[src/can_raf_pkg.sv]
// Shared types and constants for the CAN receive acceptance filter.
// No dependencies; imported by every module of the block.
package can_raf_pkg;

    localparam int LIM_W = 7;          // search limit, width holds 0..127
    localparam int NUM_W = 5;          // entry_number field width
    localparam logic [3:0] MAX_LENGTH = 4'd8;

    typedef struct packed {
        logic        remote;
        logic [10:0] id;
        logic [10:0] mask;             // remote bit is always compared
    } filt_entry_t;

    localparam filt_entry_t RESET_ENTRY = '{remote: 1'b0, id: 11'h000, mask: 11'h7FF};

    typedef struct packed {
        logic             write_ok;
        logic             matched;
        logic [NUM_W-1:0] entry_number;
        logic             delivered;
        logic [3:0]       length;
    } filt_result_t;

    typedef enum logic [2:0] {
        ST_IDLE   = 3'b001,
        ST_SCAN   = 3'b010,
        ST_RESULT = 3'b100
    } seq_state_t;

endpackage

[src/can_rx_acceptance_filter.sv]
// Top level of the CAN receive acceptance filter: config register, output register.
// Depends on can_raf_pkg, can_raf_table and can_raf_seq.
//
//   channel   handshake                 payload
//   input     in_valid / in_stall       func, entry_*, frame_*
//   output    out_valid / out_stall     write_ok, matched, entry_number, delivered, length
//   config    cfg_wr_en                 cfg_wr_data (active_entries)
//
// A configure word goes straight to the result; a frame word reads entries up to and
// including the first match (at most min(active_entries, ENTRIES)) through the single
// table read port, scanning one entry per cycle.
// Reset clears the configured bits, so no clearing pass is needed.
// A finished word waits in the output register while the next input word is taken.
module can_rx_acceptance_filter
    import can_raf_pkg::*;
#(
    parameter int ENTRIES = 32
) (
    input  logic        clk,
    input  logic        rst_n,
    input  logic        cfg_wr_en,
    input  logic [5:0]  cfg_wr_data,
    input  logic        in_valid,
    output logic        in_stall,
    input  logic        func,
    input  logic [4:0]  entry_index,
    input  logic [10:0] entry_id,
    input  logic [10:0] entry_mask,
    input  logic        entry_remote,
    input  logic [10:0] frame_id,
    input  logic        frame_remote,
    input  logic [3:0]  frame_length_code,
    output logic        out_valid,
    input  logic        out_stall,
    output logic        write_ok,
    output logic        matched,
    output logic [4:0]  entry_number,
    output logic        delivered,
    output logic [3:0]  length
);

    localparam int IDX_W = (ENTRIES > 1) ? $clog2(ENTRIES) : 1;

    logic [5:0]       active_reg;
    logic [LIM_W-1:0] limit;
    logic             out_valid_reg, out_valid_next;
    filt_result_t     out_res_reg;

    logic             wr_en;
    logic [IDX_W-1:0] wr_addr;
    filt_entry_t      wr_data;
    logic             rd_en;
    logic [IDX_W-1:0] rd_addr;
    filt_entry_t      rd_data;
    logic             rd_configured;
    logic             res_valid;
    filt_result_t     res;
    logic             res_taken;

    // search no further than the table holds
    assign limit = ({1'b0, active_reg} > LIM_W'(ENTRIES)) ? LIM_W'(ENTRIES)
                                                          : {1'b0, active_reg};

    always_ff @(posedge clk or negedge rst_n)
    begin
        if (!rst_n)
        begin
            active_reg <= '0;
        end
        else if (cfg_wr_en)
        begin
            active_reg <= cfg_wr_data;
        end
    end

    can_raf_table #(
        .ENTRIES (ENTRIES),
        .IDX_W   (IDX_W)
    ) u_table (
        .clk           (clk),
        .rst_n         (rst_n),
        .wr_en         (wr_en),
        .wr_addr       (wr_addr),
        .wr_data       (wr_data),
        .rd_en         (rd_en),
        .rd_addr       (rd_addr),
        .rd_data       (rd_data),
        .rd_configured (rd_configured)
    );

    can_raf_seq #(
        .IDX_W   (IDX_W)
    ) u_seq (
        .clk               (clk),
        .rst_n             (rst_n),
        .limit             (limit),
        .in_valid          (in_valid),
        .in_stall          (in_stall),
        .func              (func),
        .entry_index       (entry_index),
        .entry_id          (entry_id),
        .entry_mask        (entry_mask),
        .entry_remote      (entry_remote),
        .frame_id          (frame_id),
        .frame_remote      (frame_remote),
        .frame_length_code (frame_length_code),
        .wr_en             (wr_en),
        .wr_addr           (wr_addr),
        .wr_data           (wr_data),
        .rd_en             (rd_en),
        .rd_addr           (rd_addr),
        .rd_data           (rd_data),
        .rd_configured     (rd_configured),
        .res_valid         (res_valid),
        .res               (res),
        .res_taken         (res_taken)
    );

    // load when the output register is empty or being drained
    assign res_taken      = res_valid && (!out_valid_reg || !out_stall);
    assign out_valid_next = res_taken ? 1'b1 : (out_valid_reg && out_stall);

    always_ff @(posedge clk or negedge rst_n)
    begin
        if (!rst_n)
        begin
            out_valid_reg <= 1'b0;
        end
        else
        begin
            out_valid_reg <= out_valid_next;
        end
    end

    always_ff @(posedge clk)
    begin
        if (res_taken)
        begin
            out_res_reg <= res;
        end
    end

    assign out_valid    = out_valid_reg;
    assign write_ok     = out_res_reg.write_ok;
    assign matched      = out_res_reg.matched;
    assign entry_number = out_res_reg.entry_number;
    assign delivered    = out_res_reg.delivered;
    assign length       = out_res_reg.length;

endmodule

[src/can_raf_table.sv]
// Filter entry table: synchronous memory with registered read plus per-entry configured bits.
// Depends on can_raf_pkg. An entry never written reads as the reset entry.
module can_raf_table
    import can_raf_pkg::*;
#(
    parameter int ENTRIES = 32,
    parameter int IDX_W   = 5
) (
    input  logic             clk,
    input  logic             rst_n,
    input  logic             wr_en,
    input  logic [IDX_W-1:0] wr_addr,
    input  filt_entry_t      wr_data,
    input  logic             rd_en,
    input  logic [IDX_W-1:0] rd_addr,
    output filt_entry_t      rd_data,
    output logic             rd_configured
);

    filt_entry_t          entry_mem [ENTRIES];
    filt_entry_t          rd_raw_reg;
    logic [ENTRIES-1:0]   valid_reg;
    logic                 rd_valid_reg;

    always_ff @(posedge clk)
    begin
        if (wr_en)
        begin
            entry_mem[wr_addr] <= wr_data;
        end
        if (rd_en)
        begin
            rd_raw_reg <= entry_mem[rd_addr];
        end
    end

    always_ff @(posedge clk or negedge rst_n)
    begin
        if (!rst_n)
        begin
            valid_reg    <= '0;
            rd_valid_reg <= 1'b0;
        end
        else
        begin
            if (wr_en)
            begin
                valid_reg[wr_addr] <= 1'b1;
            end
            if (rd_en)
            begin
                rd_valid_reg <= valid_reg[rd_addr];
            end
        end
    end

    // substitute reset contents for entries never written
    assign rd_data       = rd_valid_reg ? rd_raw_reg : RESET_ENTRY;
    assign rd_configured = rd_valid_reg;

endmodule

[src/can_raf_seq.sv]
// Sequencer: takes input words, writes entries, scans the table one entry per cycle.
// Depends on can_raf_pkg; drives can_raf_table through its read and write ports.
module can_raf_seq
    import can_raf_pkg::*;
#(
    parameter int IDX_W   = 5
) (
    input  logic             clk,
    input  logic             rst_n,
    input  logic [LIM_W-1:0] limit,
    input  logic             in_valid,
    output logic             in_stall,
    input  logic             func,
    input  logic [4:0]       entry_index,
    input  logic [10:0]      entry_id,
    input  logic [10:0]      entry_mask,
    input  logic             entry_remote,
    input  logic [10:0]      frame_id,
    input  logic             frame_remote,
    input  logic [3:0]       frame_length_code,
    output logic             wr_en,
    output logic [IDX_W-1:0] wr_addr,
    output filt_entry_t      wr_data,
    output logic             rd_en,
    output logic [IDX_W-1:0] rd_addr,
    input  filt_entry_t      rd_data,
    input  logic             rd_configured,
    output logic             res_valid,
    output filt_result_t     res,
    input  logic             res_taken
);

    seq_state_t       state_reg, state_next;
    logic [IDX_W-1:0] cmp_idx_reg, cmp_idx_next;
    logic [10:0]      rcv_id_reg, rcv_id_next;
    logic             rcv_remote_reg, rcv_remote_next;
    logic [3:0]       len_reg, len_next;
    filt_result_t     res_reg, res_next;

    logic             accept;
    logic             idx_ok;
    logic             hit;
    logic             last;
    logic [3:0]       len_in;

    assign in_stall  = (state_reg != ST_IDLE);
    assign accept    = in_valid && !in_stall;
    assign res_valid = (state_reg == ST_RESULT);
    assign res       = res_reg;

    assign idx_ok  = ({2'b00, entry_index} < limit);
    assign len_in  = (frame_length_code <= MAX_LENGTH) ? frame_length_code : 4'd0;
    assign wr_addr = IDX_W'({2'b00, entry_index});
    assign wr_data = '{remote: entry_remote, id: entry_id, mask: entry_mask};

    // remote bit always takes part in the compare
    assign hit  = ((({rcv_remote_reg, rcv_id_reg} ^ {rd_data.remote, rd_data.id})
                   & {1'b1, rd_data.mask}) == 12'h000);
    assign last = ((LIM_W'(cmp_idx_reg) + LIM_W'(1)) == limit);

    always_comb
    begin
        state_next      = state_reg;
        cmp_idx_next    = cmp_idx_reg;
        rcv_id_next     = rcv_id_reg;
        rcv_remote_next = rcv_remote_reg;
        len_next        = len_reg;
        res_next        = res_reg;
        wr_en           = 1'b0;
        rd_en           = 1'b0;
        rd_addr         = '0;

        case (state_reg)
            ST_IDLE:
            begin
                if (accept)
                begin
                    res_next = '0;
                    if (!func)
                    begin
                        wr_en             = idx_ok;
                        res_next.write_ok = idx_ok;
                        state_next        = ST_RESULT;
                    end
                    else
                    begin
                        rcv_id_next     = frame_id;
                        rcv_remote_next = frame_remote;
                        len_next        = len_in;
                        res_next.length = len_in;
                        if (limit == '0)
                        begin
                            state_next = ST_RESULT;
                        end
                        else
                        begin
                            rd_en        = 1'b1;
                            cmp_idx_next = '0;
                            state_next   = ST_SCAN;
                        end
                    end
                end
            end
            ST_SCAN:
            begin
                if (hit)
                begin
                    res_next.matched      = 1'b1;
                    res_next.entry_number = NUM_W'(cmp_idx_reg);
                    res_next.delivered    = rd_configured;
                    res_next.length       = len_reg;
                    state_next            = ST_RESULT;
                end
                else if (last)
                begin
                    res_next.length = len_reg;
                    state_next      = ST_RESULT;
                end
                else
                begin
                    // advance to the next entry
                    rd_en        = 1'b1;
                    rd_addr      = cmp_idx_reg + IDX_W'(1);
                    cmp_idx_next = cmp_idx_reg + IDX_W'(1);
                end
            end
            ST_RESULT:
            begin
                if (res_taken)
                begin
                    state_next = ST_IDLE;
                end
            end
            default:
            begin
                state_next = ST_IDLE;
            end
        endcase
    end

    always_ff @(posedge clk or negedge rst_n)
    begin
        if (!rst_n)
        begin
            state_reg <= ST_IDLE;
        end
        else
        begin
            state_reg <= state_next;
        end
    end

    always_ff @(posedge clk)
    begin
        cmp_idx_reg    <= cmp_idx_next;
        rcv_id_reg     <= rcv_id_next;
        rcv_remote_reg <= rcv_remote_next;
        len_reg        <= len_next;
        res_reg        <= res_next;
    end

endmodule

[config.mk]
export PLATFORM = sky130hd
export DESIGN_NAME = can_rx_acceptance_filter
export DESIGN_NICKNAME = d
export VERILOG_FILES = /design/src/can_raf_pkg.sv /design/src/can_rx_acceptance_filter.sv /design/src/can_raf_table.sv /design/src/can_raf_seq.sv
export SDC_FILE = /design/constraint.sdc
export NUM_CORES = 1
export LEC_CHECK = 0
export BUFFER_PORTS_ARGS = -buffer_cell sky130_fd_sc_hd__buf_2
export CAP_MARGIN = 10
export CORE_ASPECT_RATIO = 1.75
export CORE_MARGIN = 2
export CORE_UTILIZATION = 30
export CTS_CLUSTER_SIZE = 40
export DETAILED_ROUTE_END_ITERATION = 10
export GPL_ROUTABILITY_DRIVEN = 0
export PLACE_DENSITY_LB_ADDON = 0.08
export SYNTH_ARGS = -nofsm -noshare
export SYNTH_HDL_FRONTEND = slang
export SYNTH_SLANG_ARGS = --single-unit
[constraint.sdc]
create_clock -name clk -period 6.3 [get_ports clk]
set_clock_uncertainty 0.05 [all_clocks]
set_input_delay 0.315 -clock clk [delete_from_list [all_inputs] [get_ports clk]]
set_output_delay 0.315 -clock clk [all_outputs]
set_load 0.03 [all_outputs]
==> results by group, run 1 <==
Status
  – Status: finished clean

Floorplanning
  – Die width: 256 um
  – Site Rows: 161
  – Die Y: 444 um
  – Die footprint: between 100000 and 150000 um^2
  – Core area: 110000 um^2
  – Starting Density: 30.2%
  – I/O pin count: 70

STA
  – Final hold vios: 0
  – Pins Over Slew Limit: 0
  – Final setup fails: 0
  – RSZ-0062 raised after global routing: false
  – Rel. slew slack: approximately a fifth
  – Final period utilization: between 70% and 80%
  – Crit path time final: 4630 ps
  – Worst-Margin Slew: 1190 ps
  – Setup TNS: 0 ps
  – Fmax achieved: 216 MHz

Run
  – Max Cap Violations: 0

Route
  – Metal3 WL: 4070 um
  – First-pass iteration count of the detailed router: 5
  – Post-DR wirelength/cell: between 20 and 30 um
  – Final ANT Viol Nets: 0
  – Residual DRC: 0
  – Vias per inst: 5.08
  – Metal2 WL: 63700 um
  – WL met1: approximately 47000 um
  – Highest routed layer: met4
  – Vias: 20300
  – DR iter-0 viols: 1828
  – DRT Wirelength: 118000 um

Yosys
  – EDFF count, synth: 804
  – Synth Area per Inst: 14.3 um^2
  – Yosys cell types: 59
  – Seq/Total Area, Yosys: 75.9%
  – Post-synth ARST share: 5.08%
  – Synthesis Warnings: 0
  – Post-Syn Instances: 2329
  – Cell Area, Synth: 33200 um^2
  – Top_reg_cell synth: edfxtp_1
  – Syn_nets: 2390
  – Synthesized flop and latch total: 847

Clocking
  – Clock Sinks: 847
  – Clock latency on the worst-skew pair: roughly 700 ps
  – TritonCTS Buffers: between 80 and 90
  – H-tree depth: 3
  – CTS tree: yes
  – CTS root buf: clkbuf_16
  – Clock buffer depth: 3
  – CTS clock-pin slew for the worst setup and hold paths: roughly 80 ps

Setup path
  – Crit start category: flop
  – CP required: roughly 6800 ps
  – Critical Path Sink: u_table.rd_raw_reg[5]$_DFFE_PP_
  – Bufs and invs on worst path: 2
  – RR Endpoint: u_table.rd_raw_reg[5]$_DFFE_PP_
  – R2R depth: 12
  – Crit-path leading delay family: compound AO/OA/AOI/OAI gates
  – Setup crit start: u_seq.cmp_idx_reg[0]$_SDFFCE_PN0P_
  – Reg2reg setup slack: 1670 ps
  – Kind of critical path: reg -> reg
  – Critical path arrival: 5080 ps
  – Cell count along the critical path: 12
  – Worst R2R Start: u_seq.cmp_idx_reg[0]$_SDFFCE_PN0P_
  – Crit-path slowest cell: ha_1
  – Critical Path, Cell by Cell: ha_1 -> and4b_1 -> a31oi_1 -> o32a_1 -> a311o_1 -> o211ai_1 -> buf_4 -> buf_12 -> mux2i_1 -> a22oi_1 -> nand4_1 -> nor3_1
  – Crit-path max FO: about 110
  – Kind of end point of the critical path: flop
  – Largest stage delay, worst path: 870 ps

Global routing
  – Largest net degree at the start of global routing: around 110
  – Vias in the first global route: 20900
  – Initial antenna violation count: 10
  – First-pass GRT wire length: 164000 um
  – Overflow after GRT: 0
  – GRT Util Overall: ~21%

Placement
  – DP Wirelength: 67200 um
  – PortBufs: 69
  – Placed Cells: 3824
  – Placed Instance Area: 35900 um^2

Layout
  – Post-route design area: 39000 um^2
  – Fraction of layout cells with a size suffix above 1: 14.8%
  – Most frequent cells in the layout: 804 x edfxtp_1, 555 x nand2_1, 273 x nand3_1, 112 x mux2i_1, 84 x clkbuf_16
  – Final nets: around 2500
  – Filler instances: approximately 11000
  – Fin cells: 4007
  – Max reg flops: approximately 740
  – Multi-input logic area: 7650 um^2
  – Most common cell after layout, fill and taps aside: edfxtp_1
  – Register area: 25200 um^2
  – Area growth, synth to finish: 17.3%

Pwr
  – Sw Pwr: 3.20 mW
  – Switching share of total power: about a quarter
  – Peak VDD IR: a little over 0.0002 V
  – Leakage: between 10 and 15 nW
  – PD cells: 330 nW/um^2
  – Internal power: 9.67 mW
  – Design Power: approximately 13 mW
  – Clock share of power: about two fifths
  – Seq pwr share: 50.9%
  – Comb power frac: 8.9%

Min path
  – Hold Crit Class: in -> reg
[layer usage]
layer | track usage (%) | vias to the layer above
met5 | 0 | -
met4 | 5.76 | 0
met3 | 2.25 | 138
met2 | 38.8 | 508
met1 | 24.9 | 10700
li1 | - | 9005
[cells in the mapped netlist, drive strengths merged, types with 17 or more instances]
cell type,number,share of area [%]
nor2,24,0.27
clkbuf,78,0.88
nor3,27,0.41
nor2b,17,0.32
nor4,41,0.77
a32oi,29,0.76
nand3,274,4.1
a22oi,41,0.93
buf,52,0.93
mux2i,112,3.4
nand4,62,1.2
or2,28,0.53
dfrtp,42,3.2
edfxtp,804,73
nand2,555,6.3
[metrics by stage]
step,util [%],worst slack (ps),hold WS (ps)
6_report,35.4,1670,73.5
3_5_place_dp,32.6,1680,355
5_1_grt,35.4,1380,84.3
4_1_cts,35.4,1640,24.7
2_1_floorplan,-,1530,-30.6
3_3_place_gp,32.6,1760,352
[worst min-delay path by stage]
stage                               start                                  end  slack, ps  cells after the start
2_1_floorplan                       rst_n            active_reg[0]$_DFFE_PN0P_        -30                      0
3_3_place_gp   u_seq.res[9]$_SDFFCE_PN0P_            entry_number[4]$_DFFE_PP_        350                      0
3_5_place_dp   u_seq.res[4]$_SDFFCE_PN0P_                  delivered$_DFFE_PP_        350                      0
4_1_cts                    entry_index[3]    u_table.valid_reg[17]$_DFFE_PN0P_         20                      3
5_1_grt                    entry_mask[10]  u_table.entry_mem[24][10]$_DFFE_PP_         80                      1
6_report                    entry_mask[5]   u_table.entry_mem[23][5]$_DFFE_PP_         70                      1
[kinds of logic after synthesis]
logic type / after synthesis / share of synthesized area, %
simple gates: 1075 / 14.9
fa+ha+maj: 5 / 0.188
flops: 847 / 75.9
compound gates: 127 / 2.87
xor+xnor: 9 / 0.260
buf+inv: 138 / 1.91
mux: 128 / 3.95
[cell type report]
type | instances | area share, %
well taps | 1467 | 4.71
inverters | 8 | 0.0771
clock buffers | 93 | 5.48
repair buffers | 192 | 3.79
diodes | 2 | 0.0128
clock inverters | 54 | 1.55
flip-flops and latches | 847 | 64.7
multi-input cells | 1344 | 19.6
[timing repair]
item                                    4_1_cts  5_1_grt
setup buffers                                 0        0
endpoints found under the setup margin        0        0
hold buffers                                 34        0
hold endpoints to repair                     72        0
gates resized for setup                       0        0
[power by group through the flow]
stage,sequential (mW),combinational (mW),clock (mW)
floorplan,6.57,0.683,0
global placement,6.67,1.14,0
detailed placement,6.67,1.15,0
CTS,6.55,1.17,5.30
global route,6.56,1.25,5.48
finish,6.55,1.15,5.17
(Power assumes the default switching activity.)
==> inputs of run 2 (changes only) <==
clock period = 4.1 ns   (was 6.3 ns; I/O delays follow)
==> run 2 against run 1 <==
Compared with the run above: sequential share of layout area down 1.0 points; sequential cell count unchanged; critical path depth down 1; combinational power is 67% higher; global-route usage decreased by 0.14 points; final cell count rose by 1.5%; sequential power rose by 53%; utilization rose by 0.57 points; worst setup slack worse by 1500 ps; critical endpoint is now u_table.rd_raw_reg[6]$_DFFE_PP_.
==> results by group, run 2 (same netlist as run 1, synthesis figures left out) <==
Status
  – Status: finished clean

Global routing
  – GRT Util Overall: 20.6% (-0.14 points)
  – Vias in the first global route: 20900 (unchanged)
  – First-pass GRT wire length: 164000 um (-0.31%)
  – Overflow after GRT: 0 (unchanged)
  – Largest net degree at the start of global routing: 65 (-40%)
  – Initial antenna violation count: 10 (unchanged)

STA
  – Worst-Margin Slew: 901 ps (-287 ps)
  – Rel. slew slack: 39.9% (+20 points)
  – Final hold vios: 0 (unchanged)
  – Final period utilization: 95.3% (+22 points)
  – Crit path time final: 3910 ps (-718 ps)
  – Fmax achieved: 256 MHz (+18%)
  – Pins Over Slew Limit: 0 (unchanged)
  – Final setup fails: 0 (unchanged)
  – RSZ-0062 raised after global routing: false

Floorplanning
  – Starting Density: 30.2% (unchanged)
  – Site Rows: 161 (unchanged)
  – Die footprint: 113000 um^2 (unchanged)
  – Core area: 110000 um^2 (unchanged)
  – Die width: 256 um (unchanged)
  – I/O pin count: 70 (unchanged)
  – Die Y: 444 um (unchanged)

Clocking
  – Clock Sinks: 847 (unchanged)
  – H-tree depth: 3 (unchanged)
  – Clock buffer depth: 3 (unchanged)
  – TritonCTS Buffers: 84 (+2.4%)
  – CTS clock-pin slew for the worst setup and hold paths: 70 ps (about the same)
  – Clock latency on the worst-skew pair: 700 ps (about the same)
  – CTS root buf: clkbuf_16
  – CTS tree: yes
  – Post-CTS Setup Inserts: 0 (unchanged)

Setup path
  – Kind of critical path: reg -> reg
  – Largest stage delay, worst path: 540 ps (-330 ps)
  – Crit-path slowest cell: dfrtp_1
  – Crit-path max FO: 40 (-63%)
  – Crit start category: flop
  – Bufs and invs on worst path: 3 (+1)
  – Critical path arrival: 4290 ps (-790 ps)
  – CP required: 4490 ps (-2260 ps)
  – Kind of end point of the critical path: flop
  – Critical Path, Cell by Cell: inv_1 -> o21ai_0 -> and4_1 -> nand4_1 -> o211ai_1 -> buf_12 -> buf_12 -> mux2i_1 -> a32oi_1 -> nand4_1 -> nor3_1
  – Crit-path leading delay family: simple AND/OR/NAND/NOR gates

Layout
  – Fraction of layout cells with a size suffix above 1: 15.9% (+1.1 points)
  – Most frequent cells in the layout: 804 x edfxtp_1, 555 x nand2_1, 273 x nand3_1, 112 x mux2i_1, 88 x buf_4
  – Fin util: 36.0% (+0.57 points)
  – Final nets: 2590 (+2.1%)
  – Area growth, synth to finish: 19.2%
  – Fin cells: 4066 (+1.5%)
  – Post-route design area: 39600 um^2 (+1.6%)
  – Most common cell after layout, fill and taps aside: edfxtp_1
  – Max reg flops: 736 (unchanged)

Pwr
  – Design Power: 19.5 mW (+52%)
  – PD cells: 493 nW/um^2 (+49%)
  – Leakage: 14.0 nW (+2.0%)
  – Peak VDD IR: 0.000315 V (+55%)

Placement
  – PortBufs: 69 (unchanged)
  – Placed Cells: 3856 (+0.84%)
  – DP Wirelength: 68700 um (+2.3%)
  – Placed Instance Area: 36400 um^2 (+1.5%)

Route
  – Vias per inst: 5.06 (-0.24%)
  – DR iter-0 viols: 1618 (-11%)
  – Vias: 20600 (+1.2%)
  – Post-DR wirelength/cell: 28.7 um (-2.3%)
  – Final ANT Viol Nets: 0 (unchanged)
  – First-pass iteration count of the detailed router: 5 (unchanged)
  – Residual DRC: 0 (unchanged)
  – DRT Wirelength: 117000 um (-0.90%)

Min path
  – Hold Crit Class: in -> reg

Run
  – Max Cap Violations: 0 (unchanged)
==> run 2: changes by cell type in the layout (fill, tap and decap cells not counted), moves of 2 or more <==
| cell | previous run | this run |
|---|---|---|
| clkinvlp_4 | 3 | 1 |
| dlygate4sd3_1 | 34 | 54 |
| inv_6 | 6 | 1 |
| buf_12 | 10 | 33 |
| bufinv_16 | 12 | 5 |
| clkbuf_1 | 9 | 13 |
| clkinv_4 | 2 | 0 |
| buf_4 | 78 | 88 |
| inv_16 | 1 | 3 |
| clkinv_2 | 6 | 21 |
==> run 2: path summary, 6_finish.rpt <==
kind,endpoint,cells after the start,from,slack (ps)
worst max-delay path,u_table.rd_raw_reg[6]$_DFFE_PP_,11,u_table.rd_configured$_DFFE_PN0P_,190
worst min-delay path,u_table.entry_mem[19][17]$_DFFE_PP_,1,entry_id[6],40
worst max register to register,u_table.rd_raw_reg[6]$_DFFE_PP_,11,u_table.rd_configured$_DFFE_PN0P_,190
worst min register to register,entry_number[2]$_DFFE_PP_,0,u_seq.res[7]$_SDFFCE_PN0P_,370
max in group asynchronous,active_reg[2]$_DFFE_PN0P_,3,rst_n,3480
min in group asynchronous,u_table.valid_reg[21]$_DFFE_PN0P_,3,rst_n,80
==> run 2: what timing repair did <==
| item | 4_1_cts | 5_1_grt |
|---|---|---|
| setup endpoints to repair | 0 | 1 |
| endpoints found under the hold margin | 631 | 0 |
| gates resized for setup | 0 | 1 |
| hold buffers | 54 | 0 |
==> run 2: per-stage QoR <==
| stage | setup TNS, ps | setup slack, ps | hold slack (ps) |
|---|---|---|---|
| 6_report | 0 | 193 | 39.5 |
| 4_1_cts | 0 | 96.5 | 0.784 |
| 3_5_place_dp | 0 | 97.8 | 281 |
| 3_3_place_gp | 0 | 139 | 278 |
| 5_1_grt | 0 | 10.6 | 51.7 |
| 2_1_floorplan | -207560 | -667 | -141 |
==> run 2: final cells by class <==
type | count | area, um^2
Inverter | 8 | 30.0
Clock inverter | 56 | 450
Clock buffer | 98 | 2180
Timing Repair Buffer | 244 | 2210
Tap cell | 1467 | 1840
Antenna cell | 2 | 5.00
Multi-Input combinational cell | 1344 | 7660
Fill cell | 10700 | 70400
Sequential cell | 847 | 25200
==> run 2: report_power, final <==
group	switching, mW	internal (mW)
Clock	3.42	4.14
Sequential	0.231	9.81
Combinational	1.31	0.608
Total	4.96	14.6
==> run 2: worst register-to-register path, cell delays in order, from the launching register on <==
cell and delay (ps):
dfrtp_1 540, inv_1 310, o21ai_0 340, and4_1 250, nand4_1 290, o211ai_1 370, buf_12 280, buf_12 290
mux2i_1 220, a32oi_1 190, nand4_1 110, nor3_1 400
==> run 2: routing by layer <==
layer	vias to the layer above	wire, um	global-route usage, %
met5	-	0	0
met4	0	3200	6.40
met3	137	4340	2.67
met2	492	63100	38.2
met1	10800	46100	24.5
li1	9118	-	-
